$ cat config.mk
export PLATFORM = sky130hd
export DESIGN_NAME = joint_move_speed_sync
export DESIGN_NICKNAME = d
export VERILOG_FILES = /design/src/design/jms_pkg.sv /design/src/design/jms_div.sv /design/src/design/joint_move_speed_sync.sv
export SDC_FILE = /design/constraint.sdc
export NUM_CORES = 2
export LEC_CHECK = 0
export BUFFER_PORTS_ARGS = -buffer_cell sky130_fd_sc_hd__buf_2
export CAP_MARGIN = 10
export CORE_MARGIN = 5
export CORE_UTILIZATION = 65
export DETAILED_ROUTE_END_ITERATION = 8
export PLACE_DENSITY = 0.93
export SYNTH_ARGS = -nofsm -noshare
export SYNTH_HDL_FRONTEND = slang
export SYNTH_SLANG_ARGS = --single-unit
$ cat constraint.sdc
create_clock -name clk -period 24.1 [get_ports clk]
set_input_delay 4.82 -clock clk [delete_from_list [all_inputs] [get_ports clk]]
set_output_delay 4.82 -clock clk [all_outputs]
set_load 0.01 [all_outputs]
$ cat src/design/jms_pkg.sv
// Shared types, widths and joint tables for the joint move speed planner.
// No dependencies; used by jms_div and joint_move_speed_sync.
`default_nettype none
package jms_pkg;

	localparam int NJ = 6;
	localparam int IDX_W = 3;
	localparam int ANG_W = 19;
	localparam int MAG_W = 19;
	localparam int GEAR_W = 6;
	localparam int GEAR5_W = 8;
	localparam int SPD_W = 15;
	localparam int CFG_W = 15;
	localparam int LIM_DEG_W = 11;
	localparam int MUL_A_W = MAG_W + GEAR_W;
	localparam int MUL_B_W = CFG_W + 1;
	localparam int NUM_W = MUL_A_W + MUL_B_W;
	localparam int DEN_W = MAG_W + GEAR5_W;
	localparam int QUO_W = 15;

	localparam int unsigned SPD_MAX = 17408;
	localparam int unsigned SPD_RESET = 7680;

	localparam int JOINT_COUNT_DEF = 6;
	localparam int ANGLE_FRAC_DEF = 8;

	localparam int LIM_LO [NJ] = '{-170, -166, -56, -180, -120, -720};
	localparam int LIM_HI [NJ] = '{170, 1, 91, 180, 120, 720};
	localparam int GEAR [NJ] = '{50, 50, 50, 50, 30, 50};

	typedef enum logic [3:0] {
		ST_IDLE,
		ST_SCAN,
		ST_CHK,
		ST_DEN,
		ST_MUL1,
		ST_MUL2,
		ST_DIVS,
		ST_DIVW,
		ST_EMIT
	} state_t;

	typedef struct packed {
		logic             start;
		logic [NUM_W-1:0] num;
		logic [DEN_W-1:0] den;
	} div_req_t;

	typedef struct packed {
		logic             done;
		logic [QUO_W-1:0] quo;
	} div_rsp_t;

endpackage
`default_nettype wire

$ cat src/design/jms_div.sv
// Serial restoring divider, one quotient bit per cycle, saturating result.
// Depends on jms_pkg for widths, the saturation limit and request/response structs.
`default_nettype none
module jms_div (
	input  wire logic              clk,
	input  wire logic              arst_n,
	input  wire jms_pkg::div_req_t req,
	output jms_pkg::div_rsp_t      rsp
);

	localparam int CNT_W = $clog2(jms_pkg::QUO_W);

	logic [jms_pkg::NUM_W-1:0] rem_q;
	logic [jms_pkg::NUM_W-1:0] dsh_q;
	logic [jms_pkg::QUO_W-1:0] quo_q;
	logic [CNT_W-1:0]          cnt_q;
	logic                      busy_q;
	logic                      done_q;
	logic                      ovf_q;
	logic                      ovf_start;
	logic                      ge;
	logic [jms_pkg::NUM_W-1:0] diff;

	assign ovf_start = (req.num >> jms_pkg::QUO_W) >= jms_pkg::NUM_W'(req.den);
	assign ge = rem_q >= dsh_q;
	assign diff = rem_q - dsh_q;

	always_ff @(posedge clk or negedge arst_n) begin
		if (!arst_n) begin
			busy_q <= 1'b0;
			done_q <= 1'b0;
			ovf_q <= 1'b0;
			cnt_q <= '0;
		end else begin
			done_q <= 1'b0;
			if (req.start) begin
				ovf_q <= ovf_start;
				cnt_q <= CNT_W'(jms_pkg::QUO_W - 1);
				if (ovf_start) begin
					done_q <= 1'b1;
				end else begin
					busy_q <= 1'b1;
				end
			end else if (busy_q) begin
				if (cnt_q == '0) begin
					busy_q <= 1'b0;
					done_q <= 1'b1;
				end else begin
					cnt_q <= cnt_q - 1'b1;
				end
			end
		end
	end

	always_ff @(posedge clk) begin
		if (req.start) begin
			rem_q <= req.num;
			dsh_q <= jms_pkg::NUM_W'(req.den) << (jms_pkg::QUO_W - 1);
			quo_q <= '0;
		end else if (busy_q) begin
			if (ge) begin
				rem_q <= diff;
			end
			quo_q <= {quo_q[jms_pkg::QUO_W-2:0], ge};
			dsh_q <= dsh_q >> 1;
		end
	end

	always_comb begin
		rsp.done = done_q;
		if (ovf_q || (quo_q > jms_pkg::QUO_W'(jms_pkg::SPD_MAX))) begin
			rsp.quo = jms_pkg::QUO_W'(jms_pkg::SPD_MAX);
		end else begin
			rsp.quo = quo_q;
		end
	end

	a_start_idle: assert property (@(posedge clk) disable iff (!arst_n)
		req.start |-> !busy_q && !done_q)
		else $error("divider started while busy");

	a_done_after_busy: assert property (@(posedge clk) disable iff (!arst_n)
		$fell(busy_q) |-> done_q)
		else $error("divider finished without done");

	a_quo_sat: assert property (@(posedge clk) disable iff (!arst_n)
		rsp.done |-> rsp.quo <= jms_pkg::QUO_W'(jms_pkg::SPD_MAX))
		else $error("quotient above saturation limit");

endmodule
`default_nettype wire

$ cat src/design/joint_move_speed_sync.sv
// Six-joint synchronized move planner: limit check, lead joint search, speed scaling.
// Depends on jms_pkg and jms_div.
//
// Input channel (in_valid/in_ready): cmd = 1 is a feedback transaction that
// overwrites the present angle of feedback_joint and gives no result;
// cmd = 0 is a move transaction with six target angles.
// Output channel (out_valid/out_ready): one result per move transaction.
// Config channel (cfg_valid/cfg_ready): writes speed_setting, always ready.
// A move scans one joint per cycle (limits, delta, running maximum), then
// one shared multiplier forms the divisor and each joint's dividend, and a
// serial divider yields one quotient bit per cycle. A rejected move, or one
// with a zero lead delta, skips the multiplier and the divider. in_ready is
// low while a move is in work.
// The result waits in an output register; a stalled receiver holds the next
// move at its final step with in_ready low, so feedback transactions wait too.
// Reset clears the present angles, sets speed_setting to 7680 and empties
// the output register.
`default_nettype none
module joint_move_speed_sync #(
	parameter int JOINT_COUNT = jms_pkg::JOINT_COUNT_DEF,
	parameter int ANGLE_FRAC_BITS = jms_pkg::ANGLE_FRAC_DEF
) (
	input  wire logic                             clk,
	input  wire logic                             arst_n,
	input  wire logic                             cfg_valid,
	output logic                                  cfg_ready,
	input  wire logic [jms_pkg::CFG_W-1:0]        speed_setting,
	input  wire logic                             in_valid,
	output logic                                  in_ready,
	input  wire logic                             cmd,
	input  wire logic signed [jms_pkg::ANG_W-1:0] target_1,
	input  wire logic signed [jms_pkg::ANG_W-1:0] target_2,
	input  wire logic signed [jms_pkg::ANG_W-1:0] target_3,
	input  wire logic signed [jms_pkg::ANG_W-1:0] target_4,
	input  wire logic signed [jms_pkg::ANG_W-1:0] target_5,
	input  wire logic signed [jms_pkg::ANG_W-1:0] target_6,
	input  wire logic [jms_pkg::IDX_W-1:0]        feedback_joint,
	input  wire logic signed [jms_pkg::ANG_W-1:0] feedback_angle,
	output logic                                  out_valid,
	input  wire logic                             out_ready,
	output logic                                  accepted,
	output logic [jms_pkg::SPD_W-1:0]             speed_1,
	output logic [jms_pkg::SPD_W-1:0]             speed_2,
	output logic [jms_pkg::SPD_W-1:0]             speed_3,
	output logic [jms_pkg::SPD_W-1:0]             speed_4,
	output logic [jms_pkg::SPD_W-1:0]             speed_5,
	output logic [jms_pkg::SPD_W-1:0]             speed_6,
	output logic [jms_pkg::IDX_W-1:0]             lead_joint
);

	localparam int NJ_ACT = (JOINT_COUNT < jms_pkg::NJ) ? JOINT_COUNT : jms_pkg::NJ;
	localparam int SCALE = 2 ** ANGLE_FRAC_BITS;
	localparam int LIM_W = jms_pkg::LIM_DEG_W + ANGLE_FRAC_BITS;
	localparam int CMP_W = (LIM_W > jms_pkg::ANG_W) ? LIM_W : jms_pkg::ANG_W;
	localparam logic [jms_pkg::IDX_W-1:0] LAST_IDX = jms_pkg::IDX_W'(NJ_ACT - 1);

	jms_pkg::state_t state_q, state_d;

	logic [jms_pkg::CFG_W-1:0]        cfg_q;
	logic signed [jms_pkg::ANG_W-1:0] pres_q [jms_pkg::NJ];
	logic signed [jms_pkg::ANG_W-1:0] tgt_q [jms_pkg::NJ];
	logic [jms_pkg::MAG_W-1:0]        mag_q [jms_pkg::NJ];
	logic [jms_pkg::SPD_W-1:0]        spd_q [jms_pkg::NJ];
	logic [jms_pkg::IDX_W-1:0]        idx_q;
	logic [jms_pkg::MAG_W-1:0]        maxd_q;
	logic [jms_pkg::IDX_W-1:0]        lead_q;
	logic                             ok_q;
	logic [jms_pkg::DEN_W-1:0]        den_q;
	logic [jms_pkg::NUM_W-1:0]        mul_q;

	logic                             out_valid_q;
	logic                             acc_out_q;
	logic [jms_pkg::SPD_W-1:0]        spd_out_q [jms_pkg::NJ];
	logic [jms_pkg::IDX_W-1:0]        lead_out_q;

	logic                             in_acc;
	logic                             out_free;
	logic                             last;
	logic [jms_pkg::MUL_A_W-1:0]      mul_a;
	logic [jms_pkg::MUL_B_W-1:0]      mul_b;
	logic [jms_pkg::NUM_W-1:0]        mul_p;
	logic signed [jms_pkg::ANG_W:0]   cur_diff;
	logic signed [jms_pkg::ANG_W:0]   cur_neg;
	logic [jms_pkg::MAG_W-1:0]        cur_mag;
	logic signed [CMP_W-1:0]          t_ext;
	logic signed [CMP_W-1:0]          lo_ext;
	logic signed [CMP_W-1:0]          hi_ext;
	logic                             out_lim;
	jms_pkg::div_req_t                div_req;
	jms_pkg::div_rsp_t                div_rsp;

	assign cfg_ready = 1'b1;
	assign in_acc = in_valid && in_ready;
	assign out_free = !out_valid_q || out_ready;
	assign last = idx_q == LAST_IDX;

	assign cur_diff = {tgt_q[idx_q][jms_pkg::ANG_W-1], tgt_q[idx_q]}
		- {pres_q[idx_q][jms_pkg::ANG_W-1], pres_q[idx_q]};
	assign cur_neg = -cur_diff;
	assign cur_mag = cur_diff[jms_pkg::ANG_W] ? cur_neg[jms_pkg::MAG_W-1:0]
		: cur_diff[jms_pkg::MAG_W-1:0];
	assign t_ext = CMP_W'(tgt_q[idx_q]);
	assign lo_ext = CMP_W'(jms_pkg::LIM_LO[idx_q] * SCALE);
	assign hi_ext = CMP_W'(jms_pkg::LIM_HI[idx_q] * SCALE);
	assign out_lim = (t_ext > hi_ext) || (t_ext < lo_ext);

	assign mul_p = jms_pkg::NUM_W'(mul_a) * jms_pkg::NUM_W'(mul_b);

	always_comb begin
		state_d = state_q;
		case (state_q)
			jms_pkg::ST_IDLE: begin
				if (in_acc && !cmd) begin
					state_d = jms_pkg::ST_SCAN;
				end
			end
			jms_pkg::ST_SCAN: begin
				if (last) begin
					state_d = jms_pkg::ST_CHK;
				end
			end
			jms_pkg::ST_CHK: begin
				if (!ok_q || (maxd_q == '0)) begin
					state_d = jms_pkg::ST_EMIT;
				end else begin
					state_d = jms_pkg::ST_DEN;
				end
			end
			jms_pkg::ST_DEN: state_d = jms_pkg::ST_MUL1;
			jms_pkg::ST_MUL1: state_d = jms_pkg::ST_MUL2;
			jms_pkg::ST_MUL2: state_d = jms_pkg::ST_DIVS;
			jms_pkg::ST_DIVS: state_d = jms_pkg::ST_DIVW;
			jms_pkg::ST_DIVW: begin
				if (div_rsp.done) begin
					state_d = last ? jms_pkg::ST_EMIT : jms_pkg::ST_MUL1;
				end
			end
			jms_pkg::ST_EMIT: begin
				if (out_free) begin
					state_d = jms_pkg::ST_IDLE;
				end
			end
			default: state_d = jms_pkg::ST_IDLE;
		endcase
	end

	always_comb begin
		in_ready = 1'b0;
		mul_a = '0;
		mul_b = '0;
		div_req.start = 1'b0;
		div_req.num = mul_q;
		div_req.den = den_q;
		case (state_q)
			jms_pkg::ST_IDLE: in_ready = 1'b1;
			jms_pkg::ST_DEN: begin
				mul_a = jms_pkg::MUL_A_W'(maxd_q);
				mul_b = jms_pkg::MUL_B_W'(5 * jms_pkg::GEAR[lead_q]);
			end
			jms_pkg::ST_MUL1: begin
				mul_a = jms_pkg::MUL_A_W'(mag_q[idx_q]);
				mul_b = jms_pkg::MUL_B_W'(jms_pkg::GEAR[idx_q]);
			end
			jms_pkg::ST_MUL2: begin
				mul_a = mul_q[jms_pkg::MUL_A_W-1:0];
				mul_b = {cfg_q, 1'b0};
			end
			jms_pkg::ST_DIVS: div_req.start = 1'b1;
			default: in_ready = 1'b0;
		endcase
	end

	always_ff @(posedge clk or negedge arst_n) begin
		if (!arst_n) begin
			state_q <= jms_pkg::ST_IDLE;
			cfg_q <= jms_pkg::CFG_W'(jms_pkg::SPD_RESET);
			idx_q <= '0;
			out_valid_q <= 1'b0;
			for (int j = 0; j < jms_pkg::NJ; j++) begin
				pres_q[j] <= '0;
			end
		end else begin
			state_q <= state_d;
			if (cfg_valid && cfg_ready) begin
				cfg_q <= speed_setting;
			end
			if (in_acc && cmd && (feedback_joint < jms_pkg::IDX_W'(NJ_ACT))) begin
				pres_q[feedback_joint] <= feedback_angle;
			end
			case (state_q)
				jms_pkg::ST_IDLE: idx_q <= '0;
				jms_pkg::ST_SCAN: idx_q <= last ? '0 : idx_q + 1'b1;
				jms_pkg::ST_DEN: idx_q <= '0;
				jms_pkg::ST_DIVW: begin
					if (div_rsp.done && !last) begin
						idx_q <= idx_q + 1'b1;
					end
				end
				default: idx_q <= idx_q;
			endcase
			if ((state_q == jms_pkg::ST_EMIT) && out_free) begin
				out_valid_q <= 1'b1;
			end else if (out_ready) begin
				out_valid_q <= 1'b0;
			end
		end
	end

	always_ff @(posedge clk) begin
		case (state_q)
			jms_pkg::ST_IDLE: begin
				if (in_acc && !cmd) begin
					tgt_q[0] <= target_1;
					tgt_q[1] <= target_2;
					tgt_q[2] <= target_3;
					tgt_q[3] <= target_4;
					tgt_q[4] <= target_5;
					tgt_q[5] <= target_6;
					ok_q <= 1'b1;
					maxd_q <= '0;
					lead_q <= '0;
					for (int j = 0; j < jms_pkg::NJ; j++) begin
						spd_q[j] <= '0;
					end
				end
			end
			jms_pkg::ST_SCAN: begin
				mag_q[idx_q] <= cur_mag;
				if (out_lim) begin
					ok_q <= 1'b0;
				end
				if (cur_mag > maxd_q) begin
					maxd_q <= cur_mag;
					lead_q <= idx_q;
				end
			end
			jms_pkg::ST_DEN: den_q <= mul_p[jms_pkg::DEN_W-1:0];
			jms_pkg::ST_MUL1: mul_q <= mul_p;
			jms_pkg::ST_MUL2: mul_q <= mul_p;
			jms_pkg::ST_DIVW: begin
				if (div_rsp.done) begin
					spd_q[idx_q] <= div_rsp.quo;
				end
			end
			jms_pkg::ST_EMIT: begin
				if (out_free) begin
					acc_out_q <= ok_q;
					lead_out_q <= ok_q ? lead_q : '0;
					for (int j = 0; j < jms_pkg::NJ; j++) begin
						spd_out_q[j] <= spd_q[j];
					end
				end
			end
			default: ok_q <= ok_q;
		endcase
	end

	jms_div u_div (
		.clk    (clk),
		.arst_n (arst_n),
		.req    (div_req),
		.rsp    (div_rsp)
	);

	assign out_valid = out_valid_q;
	assign accepted = acc_out_q;
	assign speed_1 = spd_out_q[0];
	assign speed_2 = spd_out_q[1];
	assign speed_3 = spd_out_q[2];
	assign speed_4 = spd_out_q[3];
	assign speed_5 = spd_out_q[4];
	assign speed_6 = spd_out_q[5];
	assign lead_joint = lead_out_q;

	a_done_in_wait: assert property (@(posedge clk) disable iff (!arst_n)
		div_rsp.done |-> state_q == jms_pkg::ST_DIVW)
		else $error("divider result outside wait state");

	a_rise_from_emit: assert property (@(posedge clk) disable iff (!arst_n)
		$rose(out_valid_q) |-> $past(state_q) == jms_pkg::ST_EMIT)
		else $error("result raised outside emit state");

	a_reject_zero: assert property (@(posedge clk) disable iff (!arst_n)
		out_valid_q && !acc_out_q |-> (lead_out_q == '0) && (spd_out_q[0] == '0)
			&& (spd_out_q[1] == '0) && (spd_out_q[2] == '0) && (spd_out_q[3] == '0)
			&& (spd_out_q[4] == '0) && (spd_out_q[5] == '0))
		else $error("rejected move carries nonzero fields");

	a_idx_range: assert property (@(posedge clk) disable iff (!arst_n)
		state_q != jms_pkg::ST_IDLE |-> idx_q <= LAST_IDX)
		else $error("joint index beyond active joints");

endmodule
`default_nettype wire

## Word level (Yosys, flattened, before mapping)

Memories as Yosys holds them, arrays and structs flattened.
Cells that the tools add are included.

| word-level totals | value |
|---|---|
| bits in writable memories | 408 |
| output and inout bits | 97 |
| memories | 8 |
| register bits | 336 |
| bits in read-only memories | 1024 |
| logic and storage cells | 176 |

Memory list:

| name | words | width | read ports | clocked after Yosys merged registers in | write ports | RTL line | text |
|---|---|---|---|---|---|---|---|
| (no name shown) | 8 | 32 | 1 | 0 | 0 | joint_move_speed_sync.sv:162 | `mul_b = jms_pkg::MUL_B_W'(jms_pkg::GEAR[idx_q]);` |
| (no name shown) | 8 | 32 | 1 | 0 | 0 | joint_move_speed_sync.sv:158 | `mul_b = jms_pkg::MUL_B_W'(5 * jms_pkg::GEAR[lead_q]);` |
| (no name shown) | 8 | 32 | 1 | 0 | 0 | joint_move_speed_sync.sv:104 | `assign hi_ext = CMP_W'(jms_pkg::LIM_HI[idx_q] * SCALE);` |
| (no name shown) | 8 | 32 | 1 | 0 | 0 | joint_move_speed_sync.sv:103 | `assign lo_ext = CMP_W'(jms_pkg::LIM_LO[idx_q] * SCALE);` |
| mag_q | 6 | 19 | 1 | 0 | 1 | joint_move_speed_sync.sv:62 | `logic [jms_pkg::MAG_W-1:0] mag_q [jms_pkg::NJ];` |
| tgt_q | 6 | 19 | 1 | 0 | 6 | joint_move_speed_sync.sv:61 | `logic signed [jms_pkg::ANG_W-1:0] tgt_q [jms_pkg::NJ];` |
| 2 more memories | n/a | n/a | n/a | n/a | n/a | n/a |  |

| operators by class | value |
|---|---|
| multiplexer cells | 71 |
| $lt $le $gt $ge | 11 |
| equal/unequal tests | 18 |
| multiply operators | 2 |
| reductions and logical operators | 33 |
| bitwise gates (word level) | 3 |
| add/sub/neg operators | 5 |

Operator list:

| cell | number |
|---|---|
| $mux W41 | 5 |
| $bwmux W114 | 1 |
| $mux W19 | 6 |
| $pmux W25 S3 | 1 |
| $mux W32 | 2 |
| $bmux W19 S3 | 1 |
| $demux W19 S3 | 1 |
| $pmux W16 S3 | 1 |
| $mux W11 | 4 |
| $ge A41 B41 Y1 | 1 |
| $mul A25 B16 Y41 | 1 |
| $sub A41 B41 Y41 | 1 |
| $gt A19 B19 Y1 | 2 |
| $pmux W19 S2 | 1 |
| $mux W4 | 9 |
| $pmux W4 S9 | 1 |
| $mul A4 B32 Y16 const A | 1 |
| $mux W16 | 2 |
| $mux W15 | 2 |
| $ge A26 B27 Y1 | 1 |
| $mux W1 | 26 |
| $sub A19 B19 Y20 | 1 |
| $logic_not A19 Y1 | 1 |
| $lt A19 B19 Y1 | 1 |
| other kinds (30) | 70 |

## Logic depth before layout (Yosys ltp)

| depth | value |
|---|---|
| depth after elaboration | 10 |
| mapped depth | 32 |

## Hierarchy

A second synthesis with hierarchy kept.

| second synthesis, totals | value |
|---|---|
| cell total of the unflattened synthesis | 4078 |
| area total of the unflattened synthesis | 46747.3 µm² |

Modules (own cells, without submodules):

| module | cells each | instances | area an instance (µm²) |
|---|---|---|---|
| joint_move_speed_sync | 3161 | 1 | 38921.1 |
| jms_div | 917 | 1 | 7826.3 |

## Least setup slack after synthesis

OpenSTA, ideal clock, no wires.

| path | value |
|---|---|
| path kind | input to register |
| from | input out_ready |
| to | register acc_out_q (netlist: accepted), enable pin |
| path buffers | 0 |
| data arrival time | 9113 ps |
| setup slack | 14429 ps |
| stages on the path | 2 |
| data required time | 23542 ps |
| setup time | 558 ps |
| cells stage by stage | nand2b_1 > nor2b_1 |

| between the ends | value |
|---|---|
| word-level cells in the longest chain between the ends | 2 |

RTL lines:

| item | RTL line | text |
|---|---|---|
| start, declared | joint_move_speed_sync.sv:40 | `input wire logic out_ready,` |
| $logic_or A1 B1 Y1 | joint_move_speed_sync.sv:94 | `assign out_free = !out_valid_q \|\| out_ready;` |
| $reduce_and A2 Y1 (no line) | n/a |  |
| end signal, assigned | joint_move_speed_sync.sv:247 | `acc_out_q <= ok_q;` |
| end, declared | joint_move_speed_sync.sv:72 | `logic acc_out_q;` |

Every way passes these cells.
A chain may end at the register's enable or synchronous reset.

## Final worst setup path

| path | value |
|---|---|
| from | register idx_q[2] (netlist name) |
| to | register mul_q[40] (netlist name) (data pin) |

| between the ends | value |
|---|---|
| word-level cells in the longest chain between the ends | 6 |
| elaborated cells on any way between the ends | 8 |
| those cells by class | mul: 1; mux: 4; bitwise: 1; memory: 2 |

RTL lines:

| item | RTL line | text |
|---|---|---|
| start, declared | joint_move_speed_sync.sv:64 | `logic [jms_pkg::IDX_W-1:0] idx_q;` |
| start signal, assigned | joint_move_speed_sync.sv:192 | `jms_pkg::ST_SCAN: idx_q <= last ? '0 : idx_q + 1'b1;` |
| start signal, assigned | joint_move_speed_sync.sv:196 | `idx_q <= idx_q + 1'b1;` |
| start signal, assigned | joint_move_speed_sync.sv:199 | `default: idx_q <= idx_q;` |
| $not A3 Y4 (not written as such) | joint_move_speed_sync.sv:162 |  |
| $mem_v2 Z8 W32 | n/a |  |
| $mux W16 (not written as such) (2 in a row) | joint_move_speed_sync.sv:162 |  |
| $pmux W16 S3 | joint_move_speed_sync.sv:154 | `case (state_q)` |
| $mul A25 B16 Y41 * | joint_move_speed_sync.sv:107 | `assign mul_p = jms_pkg::NUM_W'(mul_a) * jms_pkg::NUM_W'(mul_b);` |
| named net mul_p, one bit | joint_move_speed_sync.sv:81 | `logic [jms_pkg::NUM_W-1:0] mul_p;` |
| end signal, assigned | joint_move_speed_sync.sv:238 | `jms_pkg::ST_MUL1: mul_q <= mul_p;` |
| end signal, assigned | joint_move_speed_sync.sv:239 | `jms_pkg::ST_MUL2: mul_q <= mul_p;` |
| end, declared | joint_move_speed_sync.sv:69 | `logic [jms_pkg::NUM_W-1:0] mul_q;` |

The timed path passes the listed nets; every way through them passes the cells marked *. The select of a mux whose other input is x is not followed.

==> flow_metrics.tcl <==
set metrics [dict create \
    outcome "finished, final reports clean" \
    finalNetCount 5004 \
    clock.fmax_mhz 103 \
    cts.repair.resized 0 \
    crit_reg_reg_startpoint "idx_q[2]$_DFFE_PN0P_" \
    finalHoldViolations 0 \
    power.total_uw 7750 \
    global_route.usage.total 0.332 \
    setup.worst_path.start_class "flip-flop" \
    yosys_warnings 0 \
    crit_required_ns 24.46 \
    timing.critical_path.slowest_stage_cell "o21ai_1" \
    worst_setup_path_end_kind "flip-flop" \
    netlist_top_cells_area "edfxtp_1, fa_1, dfrtp_1" \
    worstHoldStart "spd_q[0][11]$_SDFFCE_PN0P_" \
    die_x_um 275 \
    grt_start_max_net_pins 95 \
    maximum_fanout_count_along_the_critical_path 55 \
    tightestPinTransition_ns 1.18 \
    clock_tree.htree_level_count 3 \
    syn_area_per_cell_um2 11.2 \
    total_drc_errors_in_the_routed_layout 0 \
    globalplace.congestion 0.975 \
    floorplan.io_pins 254 \
    pins_over_their_slew_limit 0 \
    average_wire_per_standard_cell_um 23.5 \
    timing.final.crit_share 0.402 \
    numCtsBuffers 75 \
    core-area_mm2 0.0699 \
    synth.cell_area_mm2 0.0457 \
    rows 97 \
    postCtsSetupBuffers 0 \
    count_of_mapped_cells_out_of_synthesis 4079 \
    via_count_of_the_first_global_routing_pass 34800 \
    setup_tns_ns 0 \
    timing.critical_path.buf_inv 7 \
    buffer_ports.inserted 252 \
    yosysSeqAreaShare 0.466 \
    number_of_flops_mapped_to_enable_cells_by_yosys 569 \
    die_height_um 275 \
    clk_pin_slew_ns 0.07 \
    worst_path_dominant_cell_family "adder cells" \
    hold_ws_ns 0.420 \
    clock_tree_from_tritoncts "done" \
    cts_sinks 742 \
    unrepaired_setup_endpoints_after_global_routing "no" \
    drv_cap 0 \
    power_density_cells_mw_per_mm2 153 \
    yosys_reg_bits 742 \
    clkLatencyLatePin_ns 0.65 \
    routed_wl_um 124000 \
    avgViaCountPerCell 6.35 \
    drive_gt1_frac 0.143 \
    synth_flop_cell "edfxtp_1" \
    startpoint "idx_q[2]$_DFFE_PN0P_" \
    clk_root_buffer_cell "clkbuf_16" \
    holdBufCountCts 0 \
    global_route_total_overflow 0 \
    detail-route-antenna-nets 0 \
    slew-limit-headroom 0.211 \
    worst_voltage_drop_across_the_vdd_grid_uv 226 \
    fin_skew_ns 0.0450 \
    dp_hpwl_um 86100 \
    critical-path-top-cell-by-count "fa_1" \
    path_type_of_the_worst_setup_path "reg2reg" \
    worstHoldPathType "reg2reg" \
    fin_crit_ns 9.69 \
    cp_slowest_stage_delay_ns 0.73 \
    initial_antenna_violation_count 6 \
    die-area_mm2 0.0757 \
    setup_viol 0 \
    power.leakage_uw 0.0218 \
    first_iter_violations 5119 \
    clk_path_buf_depth 3 \
    ys_async_sr_fraction 0.194 \
    filler_cell_count 4328 \
    cell_variety_after_synth 87 \
    worst-endpoint-arrival_ns 10.05 \
    grt_pass1_wl_um 195000 \
    syn_to_final_growth_pct 10.8 \
    initial_core_utilization 0.653 \
    detailroute.via_count 33600 \
    detail_route.first_pass.iterations 8 \
    post-synth-top-area-fraction 0.374 \
    synth.largest_area_cell "edfxtp_1" \
]
[Yosys cell counts, drive strengths merged (9+ instances only)]
library cell / number
nor4: 18
o21a: 26
and2: 75
a211o: 9
ha: 253
mux2: 130
nor2b: 31
o21bai: 10
nor2: 366
o31ai: 16
nand4: 25
inv: 473
a21o: 60
nand2: 402
a21oi: 197
nand3: 68
o21ai: 151
o221ai: 27
nand2b: 31
clkbuf: 146
dfrtp: 140
a22oi: 52
dfxtp: 29
edfxtp: 569
xor2: 26
a221oi: 14
or2: 10
a211oi: 14
buf: 35
nor3: 61
xnor2: 72
and3: 32
mux2i: 106
fa: 300
[per-stage QoR]
stage	utilization	worst slack (ns)	instances	instance area (µm²)
floorplan	-	14.43	4086	45700
global placement	0.687	14.89	5155	48000
detailed placement	0.687	14.71	5155	48000
CTS	0.724	14.60	5292	50600
global route	0.724	14.13	5297	50600
finish	0.724	14.41	5298	50600
[area by class of cell]
class / instances / area [µm²] / area share
Antenna cell: 4 / 10.0 / 0.000198
Clock inverter: 39 / 519 / 0.0103
Timing Repair Buffer: 312 / 1730 / 0.0341
Sequential cell: 742 / 21300 / 0.421
Inverter: 474 / 1780 / 0.0352
Clock buffer: 98 / 2070 / 0.0408
Tap cell: 940 / 1180 / 0.0232
Multi-Input combinational cell: 2689 / 22000 / 0.436
[where the power goes]
part	internal (µW)	switching (µW)	total, µW
Combinational	1400	2750	4150
Sequential	2160	220	2380
Clock	692	531	1220
[final timing paths]
path	endpoint	slack [ns]	cells past startpoint
setup / recovery	mul_q[40]$_DFFE_PP_	14.41	29
hold / removal	spd_out_q[0][11]$_DFFE_PP_	0.42	0
setup reg to reg	mul_q[40]$_DFFE_PP_	14.41	29
hold reg to reg	spd_out_q[0][11]$_DFFE_PP_	0.42	0
max in group asynchronous	idx_q[2]$_DFFE_PN0P_	18.31	2
min in group asynchronous	pres_q[66]$_DFFE_PN0P_	4.18	1
[metal layers]
metal,track usage,routed length (µm),part of all wire
met4,0.150,6810,0.055
met2,0.538,58500,0.47
met3,0.0839,15300,0.12
met1,0.426,43900,0.35
met5,0,27,0.00022
[state kept, by name (all words and copies together), names as in the netlist, 3 cells and up]
register / cells
idx_q: 3
u_div.cnt_q: 4
state_q: 4
tgt_q: 114
u_div.rem_q: 41
u_div.dsh_q: 41
pres_q: 114
spd_q: 90
mul_q: 40
u_div.quo_q: 15
mag_q: 114
lead_joint: 3
cfg_q: 15
den_q: 26
maxd_q: 19
spd_out_q: 90
lead_q: 3
[logic make-up (layout without fill, tap and decap cells)]
group                    Yosys count  count (layout)  share of synthesized area
AO/OA/AOI/OAI                    647             647                     0.0918
XOR/XNOR                          98              98                     0.0190
adder cells (fa/ha/maj)          553             553                      0.201
buffers and inverters            655             923                     0.0543
flip-flops                       742             742                      0.466
multiplexers                     236             236                     0.0553
other                              2              13                   0.000164
AND/OR/NAND/NOR                 1146            1146                      0.113
[cell usage in the layout (no fill, tap or decap), drive strengths merged, types with 26 or more instances in the layout]
cell / synthesis / routed
nand2: 402 / 402
xor2: 26 / 26
a21oi: 197 / 197
o21ai: 151 / 151
xnor2: 72 / 72
dfrtp: 140 / 140
a21o: 60 / 60
mux2i: 106 / 106
nand2b: 31 / 31
ha: 253 / 253
dfxtp: 29 / 29
o221ai: 27 / 27
fa: 300 / 300
nor2: 366 / 366
and2: 75 / 75
nor3: 61 / 61
o21a: 26 / 26
nand3: 68 / 68
mux2: 130 / 130
clkbuf: 146 / 98
buf: 35 / 312
nor2b: 31 / 31
clkinv: 1 / 26
a22oi: 52 / 52
inv: 473 / 475
edfxtp: 569 / 569
and3: 32 / 32
Power figures use the tool's default switching activity.
